### src/hw/rtl/lfsrn_pkg.sv
// Shared constants and types for the LFSR noise generator.
package lfsrn_pkg;

	localparam int REG_WIDTH = 32;
	localparam int POS_W     = $clog2(REG_WIDTH);
	localparam int CNT_W     = 24;
	localparam int FBPOS_W   = 5;
	localparam int SEED_W    = 2;
	localparam int CFG_W     = 5;
	localparam int CFG_IDX_W = 1;

	localparam logic [FBPOS_W-1:0] FBPOS_RESET = FBPOS_W'(14);
	localparam logic [FBPOS_W-1:0] FBPOS_MAX   = FBPOS_W'(REG_WIDTH - 1);
	localparam logic [FBPOS_W-1:0] FBPOS_MIN   = FBPOS_W'(1);

	localparam logic [CFG_IDX_W-1:0] CFG_FEEDBACK_POSITION = 1'b0;
	localparam logic [CFG_IDX_W-1:0] CFG_SEED_MODE         = 1'b1;

	localparam logic [SEED_W-1:0] SEED_ALL_ONES = 2'd0;
	localparam logic [SEED_W-1:0] SEED_BELOW_FB = 2'd1;
	localparam logic [SEED_W-1:0] SEED_ONE      = 2'd2;

	localparam logic signed [1:0] LEVEL_POS = 2'sb01;
	localparam logic signed [1:0] LEVEL_NEG = 2'sb11;

	typedef struct packed {
		logic [REG_WIDTH-1:0] shift_reg;
		logic [CNT_W-1:0]     countdown;
		logic                 prev_trig;
		logic                 level_bit;
	} lfsrn_state_t;

endpackage

### src/hw/rtl/lfsrn_step.sv
// Next-state logic for one sample tick: countdown, reseed and LFSR step.
module lfsrn_step import lfsrn_pkg::*; (
	input  lfsrn_state_t        cur,
	input  logic [CNT_W-1:0]    step_period,
	input  logic                trig_high,
	input  logic [FBPOS_W-1:0]  feedback_position,
	input  logic [SEED_W-1:0]   seed_mode,
	output lfsrn_state_t        nxt
);

	logic [FBPOS_W-1:0]   pos_clip;
	logic [POS_W-1:0]     pos;
	logic [REG_WIDTH-1:0] seed;
	logic [REG_WIDTH-1:0] loaded;
	logic [REG_WIDTH-1:0] shifted;
	logic                 fb;
	logic                 reseed;
	logic                 fire;

	always_comb begin
		if (feedback_position < FBPOS_MIN) begin
			pos_clip = FBPOS_MIN;
		end else if (feedback_position > FBPOS_MAX) begin
			pos_clip = FBPOS_MAX;
		end else begin
			pos_clip = feedback_position;
		end
		pos = pos_clip[POS_W-1:0];
	end

	always_comb begin
		case (seed_mode)
			SEED_ALL_ONES: seed = '1;
			SEED_BELOW_FB: begin
				for (int i = 0; i < REG_WIDTH; i++) begin
					seed[i] = (POS_W'(i) < pos);
				end
			end
			default: seed = REG_WIDTH'(1);
		endcase
	end

	always_comb begin
		fire    = (cur.countdown == '0);
		reseed  = (cur.shift_reg == '0) || (trig_high && !cur.prev_trig);
		loaded  = reseed ? seed : cur.shift_reg;
		fb      = loaded[0] ^ loaded[1];
		shifted = loaded >> 1;
		shifted[pos] = fb;

		nxt = cur;
		if (fire) begin
			nxt.shift_reg = shifted;
			nxt.prev_trig = trig_high;
			nxt.level_bit = shifted[0];
			nxt.countdown = (step_period == '0) ? '0 : step_period - CNT_W'(1);
		end else begin
			nxt.countdown = cur.countdown - CNT_W'(1);
		end
	end

endmodule

### src/hw/rtl/lfsr_noise_generator_top.sv
// LFSR noise generator: one +1/-1 level per sample tick.
// An input transfer's result is registered straight into the output register.
// Throughput: one tick per cycle while in_stall is low; the step logic sits between state and result registers.
// in_stall rises only while a result waits and out_stall is high.
// Reset (arst_n low) loads an all-ones register, zero countdown, trigger low,
// feedback position 14 and seed mode 0, and empties the output register.
module lfsr_noise_generator_top import lfsrn_pkg::*; (
	input  logic                 clk,
	input  logic                 arst_n,
	input  logic                 in_valid,
	output logic                 in_stall,
	input  logic [CNT_W-1:0]     step_period,
	input  logic                 trig_high,
	output logic                 out_valid,
	input  logic                 out_stall,
	output logic signed [1:0]    level,
	input  logic                 cfg_we,
	input  logic [CFG_IDX_W-1:0] cfg_index,
	input  logic [CFG_W-1:0]     cfg_data
);

	lfsrn_state_t         state_q;
	lfsrn_state_t         state_nxt;
	logic [FBPOS_W-1:0]   feedback_position_q;
	logic [SEED_W-1:0]    seed_mode_q;
	logic                 out_valid_q;
	logic signed [1:0]    level_q;
	logic                 in_xfer;

	assign in_stall = out_valid_q && out_stall;
	assign in_xfer  = in_valid && !in_stall;

	lfsrn_step u_step (
		.cur               (state_q),
		.step_period       (step_period),
		.trig_high         (trig_high),
		.feedback_position (feedback_position_q),
		.seed_mode         (seed_mode_q),
		.nxt               (state_nxt)
	);

	always_ff @(posedge clk or negedge arst_n) begin
		if (!arst_n) begin
			feedback_position_q <= FBPOS_RESET;
			seed_mode_q         <= SEED_ALL_ONES;
		end else if (cfg_we) begin
			unique case (cfg_index)
				CFG_FEEDBACK_POSITION: feedback_position_q <= cfg_data[FBPOS_W-1:0];
				CFG_SEED_MODE:         seed_mode_q         <= cfg_data[SEED_W-1:0];
				default: ;
			endcase
		end
	end

	always_ff @(posedge clk or negedge arst_n) begin
		if (!arst_n) begin
			state_q.shift_reg <= '1;
			state_q.countdown <= '0;
			state_q.prev_trig <= 1'b0;
			state_q.level_bit <= 1'b0;
		end else if (in_xfer) begin
			state_q <= state_nxt;
		end
	end

	always_ff @(posedge clk or negedge arst_n) begin
		if (!arst_n) begin
			out_valid_q <= 1'b0;
		end else if (in_xfer) begin
			out_valid_q <= 1'b1;
		end else if (!out_stall) begin
			out_valid_q <= 1'b0;
		end
	end

	always_ff @(posedge clk) begin
		if (in_xfer) begin
			level_q <= state_nxt.level_bit ? LEVEL_POS : LEVEL_NEG;
		end
	end

	assign out_valid = out_valid_q;
	assign level     = level_q;

endmodule

### config.mk
export PLATFORM = sky130hd
export DESIGN_NAME = lfsr_noise_generator_top
export DESIGN_NICKNAME = d
export VERILOG_FILES = /design/src/hw/rtl/lfsrn_pkg.sv /design/src/hw/rtl/lfsrn_step.sv /design/src/hw/rtl/lfsr_noise_generator_top.sv
export SDC_FILE = /design/constraint.sdc
export NUM_CORES = 1
export LEC_CHECK = 0
export BUFFER_PORTS_ARGS = -buffer_cell sky130_fd_sc_hd__buf_2
export CAP_MARGIN = 20
export CORE_MARGIN = 1.5
export CORE_UTILIZATION = 45
export CTS_CLUSTER_SIZE = 30
export DETAILED_ROUTE_END_ITERATION = 16
export PLACE_DENSITY_LB_ADDON = 0.15
export SLEW_MARGIN = 0
export SYNTH_ARGS = -nofsm -noshare
export SYNTH_HDL_FRONTEND = slang
export SYNTH_SLANG_ARGS = --single-unit
### constraint.sdc
create_clock -name clk -period 2.4 [get_ports clk]
set_clock_uncertainty 0.2 [all_clocks]
set_input_delay 0.48 -clock clk [delete_from_list [all_inputs] [get_ports clk]]
set_output_delay 0.48 -clock clk [all_outputs]
set_load 0.005 [all_outputs]
==> flow_summary.toml, run 1 <==
[setup_path]
worstRegToRegCells = 8
cp.arrival_ns = 2.56
path_buf_inv = 2
crit_fanout = 6
setup.worst_path.class = "flip-flop to flip-flop"
max_stage_delay_ns = 0.54
start_kind = "flip-flop"
worst_setup_path_end_kind = "flip-flop"
worst_path_dominant_cell_family = "simple AND/OR/NAND/NOR gates"
regToRegEndpoint = "state_q[21]"
crit_required_ns = 2.43
ff2ff_setup_slack_ns = -0.13
path_cells = "or4_4 -> or4_4 -> nor4_4 -> buf_4 -> buf_4 -> a31oi_1 -> o21ai_0 -> o211ai_1"
slowest_stage = "or4_4"
regToRegStartpoint = "state_q[21]"

[die]
die_area_mm2 = 0.01112
initial_utilization_pct = 46.17
core_mm2 = 0.01023
die_height_um = 105.5
io_pins = 40
fp.dieW_um = 105.5
rows = 37

[placed_design]
port_buffers = 38
place.gp.congestion = 0.9242
post-place-ws_ns = -0.2018
dp.final_hpwl_um = 10150

[power_and_ir_drop]
netSwitchingPower_mw = 1.334
cellInternalPower_mw = 2.344
power_frac_seq_pct = 38.9
power_density_mw_per_mm2 = 603.6
power_switching_share_pct = 36.27
pwr-share-clk_pct = 28.0
design_power_total_mw = 3.678
p_comb_share_pct = 33.0
power.leakage_nw = 2.450
vdd_drop_max_uv = 311.5

[global_route]
gr-total-overflow = 0
grt_pass1_vias = 4579
antenna_found_initial = 0
grt.total_usage_pct = 26.30
grt_max_degree = 49
grt_first_pass_wirelength_um = 23220

[clock_network]
clock_sink_count = 67
htreeDepth = 3
clock_path_buffers = 2
cts_root_buffer = "clkbuf_8"
tritoncts = "done"
cts.reportedPaths.clkPinSlew_ns = 0.07
clk-insertion-delay-late_ns = 0.36
numCtsBuffers = 9

[routing]
wl_met2_um = 6069
antenna_violating_nets_post_route = 0
length_of_the_first_detailed_routing_pass_in_iterations = 5
drc_errors = 0
met3RoutedLength_um = 927
wl_per_cell_um = 17.19
drt-met1-wl_um = 6773
vias_per_cell = 5.919
routed.top_layer = "met4"
wl_um = 14000
num_vias = 4818
detailedRoute.firstIterationViolations = 378

[worst_hold_path]
hold_path_depth = 3
holdPathEnd = "feedback_position_q[4]"
holdCritStartpoint = "cfg_data[4]"
hold_path_class = "input pin to flip-flop"

[synthesis]
syn-instance-count = 577
yosysWarnings = 0
async_flop_share_pct = 98.51
postSynth.topFlopCell = "dfstp_2"
synth-seq-area-share_pct = 36.53
post_synthesis_net_count = 616
ys_seq_elements = 67
post_synth_instance_area_mm2 = 0.004723
synth_edf_count = 1
post_synth_num_cell_types = 57
postSynthAreaPerCell_um2 = 8.186

[finish]
final_common_cell = "buf_4"
sequential_cell_area_mm2 = 0.001725
antenna_cells_inserted = 0
multi_input_area_mm2 = 0.003018
drive_above_1_share_pct = 35.69
final_nets = 712
syn_to_final_growth_pct = 29.01
layout.cells.most_common_list = "buf_4, nand2_1, nor2_1"
num-fill-cells = 915

[status]
outcome = "finished, violations left"
violations = "negative setup slack"

[sta]
relSlewSlack_pct = 66.13
timing_max_transition_violations_final = 0
finalCriticalPeriod_ns = 2.527
layout_setup_ws_ns = -0.1274
worst_slew_pin_slew_ns = 0.5027
grt_setup_unrepaired = "true"
final_hold_viol_count = 0
setup_viol_count_final = 27
setup_total_negative_slack_ns = -1.532
finalCritPeriodShare_pct = 105.3
fmax_mhz = 395.7

[run]
max_cap_violations = 0
==> cell families (layout without fill, tap and decap cells) <==
kind of cell / count (synthesis) / count (layout) / synth area share [%]
multiplexers: 15 / 15 / 3.364
flip-flops: 67 / 67 / 36.53
buffers and inverters: 54 / 155 / 5.404
XOR/XNOR: 24 / 24 / 4.450
other: 1 / 1 / 0.07939
AND/OR/NAND/NOR: 246 / 246 / 25.85
AO/OA/AOI/OAI: 167 / 167 / 23.52
adder cells (fa/ha/maj): 3 / 3 / 0.7948
==> timing repair <==
item | CTS | global route
gates resized for setup | 24 | 51
gates cloned | 1 | 0
endpoints found under the setup margin | 59 | 59
buffers inserted | 2 | 1
hold buffers | 1 | 0
pin swaps | 8 | 18
endpoints found under the hold margin | 9 | 0
==> how the worst max path moves through the flow <==
stage,startpoint,endpoint,slack (ns),cells past startpoint
after global placement,state_q[21],state_q[9],-0.16,7
after global routing,state_q[21],state_q[15],-0.22,7
final,state_q[21],state_q[21],-0.13,8
after CTS,state_q[21],state_q[15],-0.10,7
after floorplan,state_q[18],state_q[11],-0.05,8
after detailed placement,state_q[21],state_q[9],-0.20,7
==> cell usage after synthesis (3+ instances only) <==
cell type / n / share of area (%)
nor4_1: 16 / 2.1
clkbuf_1: 29 / 2.3
a211oi_1: 9 / 1.4
xor2_1: 7 / 1.3
nand3b_1: 4 / 0.64
nand3_1: 19 / 2.0
or2_2: 3 / 0.40
xnor2_1: 17 / 3.2
o21ai_0: 45 / 4.8
inv_1: 13 / 1.0
a221oi_1: 23 / 4.3
nor2_1: 61 / 4.8
mux2_2: 7 / 1.7
and2_1: 6 / 0.79
nand2_1: 64 / 5.1
ha_1: 3 / 0.79
buf_4: 3 / 0.48
or3_1: 8 / 1.1
nor3_1: 37 / 3.9
mux2i_1: 8 / 1.7
o21ai_1: 7 / 0.74
a21o_1: 11 / 1.7
o31ai_1: 19 / 3.0
dfstp_2: 35 / 19
o211ai_1: 15 / 2.4
buf_2: 3 / 0.32
a21oi_1: 23 / 2.4
dfrtp_1: 31 / 16
buf_6: 5 / 1.2
nand2b_1: 8 / 1.1
a22oi_1: 3 / 0.48
==> power by group through the flow <==
stage | Clock [mW] | Sequential [mW] | Combinational, mW
after CTS | 1.05 | 1.42 | 1.15
after floorplan | 0 | 1.38 | 0.733
after detailed placement | 0 | 1.44 | 1.12
after global placement | 0 | 1.43 | 1.10
after global routing | 1.09 | 1.45 | 1.34
final | 1.03 | 1.43 | 1.21
==> registers in the layout (all words and copies together), names as in the netlist, named ones only <==
name,flops
out_valid,1
seed_mode_q,2
state_q,57
feedback_position_q,5
level,1
==> per-layer routing <==
layer | vias to the layer above | global-route usage (%)
met5 | - | 0
met4 | 0 | 7.045
met3 | 21 | 4.143
met2 | 174 | 37.11
met1 | 2301 | 41.15
li1 | 2322 | -
==> worst min-delay path: cells and delay by family <==
| kind | cells | cell delay [ns] |
|---|---|---|
| compound gates | 1 | 0.06 |
| buf+inv | 1 | 0.07 |
| simple gates | 1 | 0.03 |
==> through the flow <==
step / hold WS [ns] / utilization [%] / instances / area, um2
6_report: 0.1196 / 59.56 / 814 / 6093
5_1_grt: 0.1317 / 59.56 / 814 / 6093
4_1_cts: 0.1112 / 57.20 / 813 / 5852
3_5_place_dp: 0.2578 / 54.01 / 793 / 5525
3_3_place_gp: 0.2426 / 54.01 / 793 / 5525
2_1_floorplan: -0.01559 / - / 577 / 4730
==> area by class of cell <==
class / instances / area share [%]
Clock buffer: 10 / 2.094
Clock inverter: 6 / 1.314
Inverter: 13 / 0.8008
Multi-Input combinational cell: 456 / 49.53
Sequential cell: 67 / 28.32
Tap cell: 136 / 2.793
Timing Repair Buffer: 126 / 15.15
Power figures use the tool's default switching activity.
==> run 2, diff against run 1 <==
--- a/config.mk
+++ b/config.mk
@@ -11,7 +11,8 @@
 export CORE_UTILIZATION = 45
 export CTS_CLUSTER_SIZE = 30
 export DETAILED_ROUTE_END_ITERATION = 16
-export PLACE_DENSITY_LB_ADDON = 0.15
+export GPL_ROUTABILITY_DRIVEN = 1
+export PLACE_DENSITY = 0.65
 export SLEW_MARGIN = 0
 export SYNTH_ARGS = -nofsm -noshare
 export SYNTH_HDL_FRONTEND = slang
==> run 2 against run 1 <==
Compared with the run above: the flow still finishes with violations (negative setup slack); sequential share of layout area is 1.1 points lower; routed wire length is 9.9% higher; utilization is 2.4 points higher; critical path depth stayed put; critical endpoint is now state_q[32]; cell count is 0.98% lower.
==> flow_summary.toml, run 2 (synthesis results as in run 1) <==
[finish]
finalNonFillerCells = 806
final_nets = 704
antenna_cells_inserted = 0
fin_util_pct = 61.94
layout_top_registers = "state_q: 57 flops, feedback_position_q: 5 flops, seed_mode_q: 2 flops"
largest_register_ffs = 57
syn_to_final_growth_pct = 34.17
drive_above_1_share_pct = 38.66
largest-register = "state_q"
num-fill-cells = 852
final_common_cell = "nor2_1"
layout.cells.most_common_list = "nor2_1, buf_4, nand2_1"
finish.instance_area_mm2 = 0.006337

[sta]
finalCriticalPeriod_ns = 2.661
worst_slew_pin_slew_ns = 0.5946
timing_max_transition_violations_final = 0
grt_setup_unrepaired = "true"
setup_viol_count_final = 59
relSlewSlack_pct = 59.94
finalCritPeriodShare_pct = 110.9
layout_setup_ws_ns = -0.2612
fmax_mhz = 375.8
final_hold_viol_count = 0

[global_route]
grt_pass1_vias = 4719
grt.total_usage_pct = 26.31
grt_first_pass_wirelength_um = 23700
grt.met1_usage_pct = 38.95
gr-total-overflow = 0
grt_max_degree = 67
met2_usage_pct = 39.22
highest_utilization_routing_layer_at_the_global_route_stage = "met2"
antenna_found_initial = 0
fraction_of_met3_tracks_used_by_global_routing_pct = 3.896

[worst_hold_path]
holdCritStartpoint = "in_valid"
hold_path_depth = 2
hold_path_class = "input pin to flip-flop"
holdPathEnd = "out_valid"

[setup_path]
crit_required_ns = 2.46
setup.worst_path.class = "flip-flop to flip-flop"
crit_fanout = 7
worst_setup_path_end_kind = "flip-flop"
regToRegEndpoint = "state_q[32]"
start_kind = "flip-flop"
worstRegToRegCells = 8
cp.arrival_ns = 2.72
regToRegStartpoint = "state_q[21]"
ff2ff_setup_slack_ns = -0.26

[die]
rows = 37
initial_utilization_pct = 46.17
fp.dieW_um = 105.5
die_height_um = 105.5
io_pins = 40
core_mm2 = 0.01023
die_area_mm2 = 0.01112

[routing]
drc_errors = 0
wl_per_cell_um = 19.09
num_vias = 5125
length_of_the_first_detailed_routing_pass_in_iterations = 7
detailedRoute.firstIterationViolations = 484
wl_um = 15390
antenna_violating_nets_post_route = 0
vias_per_cell = 6.359

[placed_design]
dp.final_hpwl_um = 9659
dp.cells = 771
detailed_place.area_mm2 = 0.005373
place.gp.congestion = 0.9771
port_buffers = 38

[clock_network]
tritoncts = "done"
clock_path_buffers = 2
cts.reportedPaths.clkPinSlew_ns = 0.09
clk-insertion-delay-late_ns = 0.35
cts_root_buffer = "clkbuf_8"
htreeDepth = 3
clock_sink_count = 67
numCtsBuffers = 9

[power_and_ir_drop]
design_power_total_mw = 3.529
power_density_mw_per_mm2 = 556.9
power.leakage_nw = 2.503
vdd_drop_max_uv = 278.8

[run]
max_cap_violations = 0

[status]
violations = "negative setup slack"
outcome = "finished, violations left"
## run 2: changes by cell type in the layout (fill, tap and decap cells not counted), moves of 6 or more
cell and change:
nand2_4 +9, o21ai_2 +7, o21ai_0 -6, o31ai_2 -8, buf_4 -18, nand2_1 -17, o31ai_4 +8, nand2_2 +8
## run 2: metrics by stage
step | setup TNS, ns | hold slack, ns | setup WS [ns]
after floorplan | -1.066 | -0.01559 | -0.05068
after global placement | -5.117 | 0.2444 | -0.1493
after detailed placement | -7.540 | 0.2525 | -0.2017
after CTS | -4.568 | 0.1328 | -0.1493
after global routing | -13.66 | 0.1614 | -0.3084
final | -9.452 | 0.1362 | -0.2612
## run 2: per-layer routing
| metal | part of all wire, % | routed length, um |
|---|---|---|
| met3 | 9.6 | 1479 |
| met5 | 0 | 0 |
| met1 | 43 | 6599 |
| met2 | 44 | 6822 |
| met4 | 3.1 | 484 |
## run 2: worst max-delay path, stage by stage (launching register included)
cell and delay, ns:
dfrtp_1 0.38, or4_4 0.55, or3_4 0.41, nor4_4 0.23, nand3_4 0.27, buf_6 0.22
clkbuf_16 0.17, nand2_4 0.08, o31ai_4 0.06
## run 2: worst max-delay path by stage
| stage | startpoint | to | slack [ns] | cells after the start |
|---|---|---|---|---|
| after global routing | state_q[12] | state_q[51] | -0.31 | 6 |
| final | state_q[21] | state_q[32] | -0.26 | 8 |
| after CTS | state_q[21] | state_q[21] | -0.15 | 8 |
| after floorplan | state_q[18] | state_q[11] | -0.05 | 8 |
| after global placement | state_q[21] | state_q[33] | -0.15 | 7 |
| after detailed placement | state_q[21] | state_q[4] | -0.20 | 7 |
## run 2: report_power, final
group | total, mW | internal, mW | switching [mW]
clock | 0.848 | 0.400 | 0.447
sequential | 1.44 | 1.27 | 0.168
combinational | 1.25 | 0.485 | 0.760
## run 2: cell type report
type	instances	area [um2]	area share, %
timing repair buffer	118	1006	15.87
sequential	67	1725	27.23
tap	136	170.2	2.685
multi-input combinational	456	3223	50.86
clock inverter	3	15.01	0.2369
clock buffer	13	148.9	2.349
inverter	13	48.80	0.7700
## run 2: repair_timing
action | CTS | global route
setup endpoints to repair | 59 | 59
pin swaps | 14 | 29
cloned | 3 | 7
buffers inserted | 5 | 4
resized for setup | 55 | 76
endpoints found under the hold margin | 31 | 0
hold buffers | 1 | 0
==> run 3, diff against run 2 <==
--- a/config.mk
+++ b/config.mk
@@ -7,7 +7,6 @@
 export LEC_CHECK = 0
 export BUFFER_PORTS_ARGS = -buffer_cell sky130_fd_sc_hd__buf_2
 export CAP_MARGIN = 20
-export CORE_MARGIN = 1.5
 export CORE_UTILIZATION = 45
 export CTS_CLUSTER_SIZE = 30
 export DETAILED_ROUTE_END_ITERATION = 16
==> constraint.sdc (replaced) <==
create_clock -name clk -period 2.4 [get_ports clk]
set_clock_uncertainty 0.2 [all_clocks]
set_input_delay 0.48 -clock clk [delete_from_list [all_inputs] [get_ports clk]]
set_output_delay 0.48 -clock clk [all_outputs]
set_load 0.02 [all_outputs]
==> run 3 against run 2 <==
Compared with the run above: the run still ends with negative setup slack left; sequential cell count unchanged; worst setup slack gained 0.073 ns; clock power grew 25%; critical path type unchanged.
==> flow_summary.toml, run 3 (synthesis results as in run 1) <==
[status]
outcome = "finished, violations left"
violations = "negative setup slack"

[finish]
final_nets = 692
syn_to_final_growth_pct = 28.82
layout.cells.most_common_list = "nand2_1, nor2_1, buf_4"
largest_register_ffs = 57
drive_above_1_share_pct = 33.28
final_common_cell = "nand2_1"
largest-register = "state_q"
antenna_cells_inserted = 0
layout_top_registers = "state_q: 57 flops, feedback_position_q: 5 flops, seed_mode_q: 2 flops"
finalNonFillerCells = 794
fin_util_pct = 59.47

[die]
rows = 37
fp.dieW_um = 104.5
core_mm2 = 0.01023
io_pins = 40
die_area_mm2 = 0.01091
die_height_um = 104.5
initial_utilization_pct = 46.17

[setup_path]
max_stage_delay_ns = 0.56
worst_path_dominant_cell_family = "simple AND/OR/NAND/NOR gates"
critical_path.startpoint = "state_q[21]"
setup.worst_path.class = "flip-flop to flip-flop"
start_kind = "flip-flop"
path_cells = "or4_4 -> or3_4 -> nor4_4 -> nand3_4 -> clkbuf_16 -> a211oi_2 -> a21o_1"
crit_fanout = 6
slowest_stage = "or4_4"
crit_required_ns = 2.52
regToRegStartpoint = "state_q[21]"
path_buf_inv = 1
worst_setup_path_end_kind = "flip-flop"
cp.arrival_ns = 2.71

[routing]
wl_um = 14880
vias_per_cell = 6.266
length_of_the_first_detailed_routing_pass_in_iterations = 6
num_vias = 4975
detailedRoute.firstIterationViolations = 481
drc_errors = 0
antenna_violating_nets_post_route = 0
wl_per_cell_um = 18.74

[sta]
layout_setup_ws_ns = -0.1878
relSlewSlack_pct = 63.91
grt_setup_unrepaired = "true"
final_hold_viol_count = 0
finalCritPeriodShare_pct = 107.8
worst_slew_pin_slew_ns = 0.5414
setup_viol_count_final = 57
timing_max_transition_violations_final = 0
fmax_mhz = 386.4
worst_hold_slack_ns = 0.1177
finalCriticalPeriod_ns = 2.588

[power_and_ir_drop]
power_switching_share_pct = 37.60
netSwitchingPower_mw = 1.396
power.leakage_nw = 2.426
design_power_total_mw = 3.714
pwr-share-clk_pct = 28.6
vdd_drop_max_uv = 264.9
p_comb_share_pct = 32.8
power_density_mw_per_mm2 = 610.4
power_frac_seq_pct = 38.6
cellInternalPower_mw = 2.318

[clock_network]
tritoncts = "done"
clk-insertion-delay-late_ns = 0.37
htreeDepth = 3
numCtsBuffers = 9
clock_sink_count = 67
clock_path_buffers = 2
cts_root_buffer = "clkbuf_8"
cts.reportedPaths.clkPinSlew_ns = 0.09

[placed_design]
dp.final_hpwl_um = 9570
port_buffers = 38
post-place-ws_ns = -0.2225
place.gp.congestion = 0.9140
dp.cells = 768

[global_route]
grt_max_degree = 67
gr-total-overflow = 0
antenna_found_initial = 0
grt.total_usage_pct = 26.62
grt_first_pass_wirelength_um = 23130
grt_pass1_vias = 4680

[worst_hold_path]
holdCritStartpoint = "in_valid"
hold_path_class = "input pin to flip-flop"

[run]
max_cap_violations = 0
[run 3: path summary, 6_finish.rpt]
check	end	depth (start not counted)	slack, ns
min in group asynchronous	out_valid	3	0.46
max	state_q[50]	7	-0.19
min reg2reg	state_q[1]	2	0.28
max reg2reg	state_q[50]	7	-0.19
min	out_valid	2	0.12
max in group asynchronous	state_q[26]	3	1.21
[run 3: layout make-up]
cell class                      count  area [um2]
Multi-Input combinational cell    456        3073
Fill cell                         899        4146
Sequential cell                    67        1725
Inverter                           13       48.80
Timing Repair Buffer              106       847.1
Clock inverter                      5       57.56
Tap cell                          136       170.2
Clock buffer                       11       162.7
[run 3: metal layers]
layer	part of all wire (%)	vias up	global-route usage [%]
met5	0	-	0
met2	43	256	38.65
met4	3.7	0	12.24
li1	-	2289	-
met3	8.8	59	5.138
met1	44	2371	38.05
[run 3: what timing repair did]
item | CTS | global route
hold endpoints to repair | 31 | 0
pin swaps | 3 | 18
gates resized for setup | 34 | 44
endpoints found under the setup margin | 59 | 59
setup buffers | 2 | 1
hold buffers | 1 | 0
cloned | 1 | 5
[run 3: through the flow]
stage / instance area [um2] / setup TNS [ns]
3_5_place_dp: 5363 / -7.230
5_1_grt: 6085 / -12.08
6_report: 6085 / -7.336
2_1_floorplan: 4730 / -1.066
4_1_cts: 5797 / -4.030
3_3_place_gp: 5363 / -4.534
[run 3: power groups by stage]
stage	clock, mW	combinational, mW	sequential (mW)
after floorplan	0	0.735	1.38
after global placement	0	1.08	1.43
after detailed placement	0	1.11	1.44
after CTS	1.07	1.14	1.42
after global routing	1.12	1.32	1.46
final	1.06	1.22	1.43
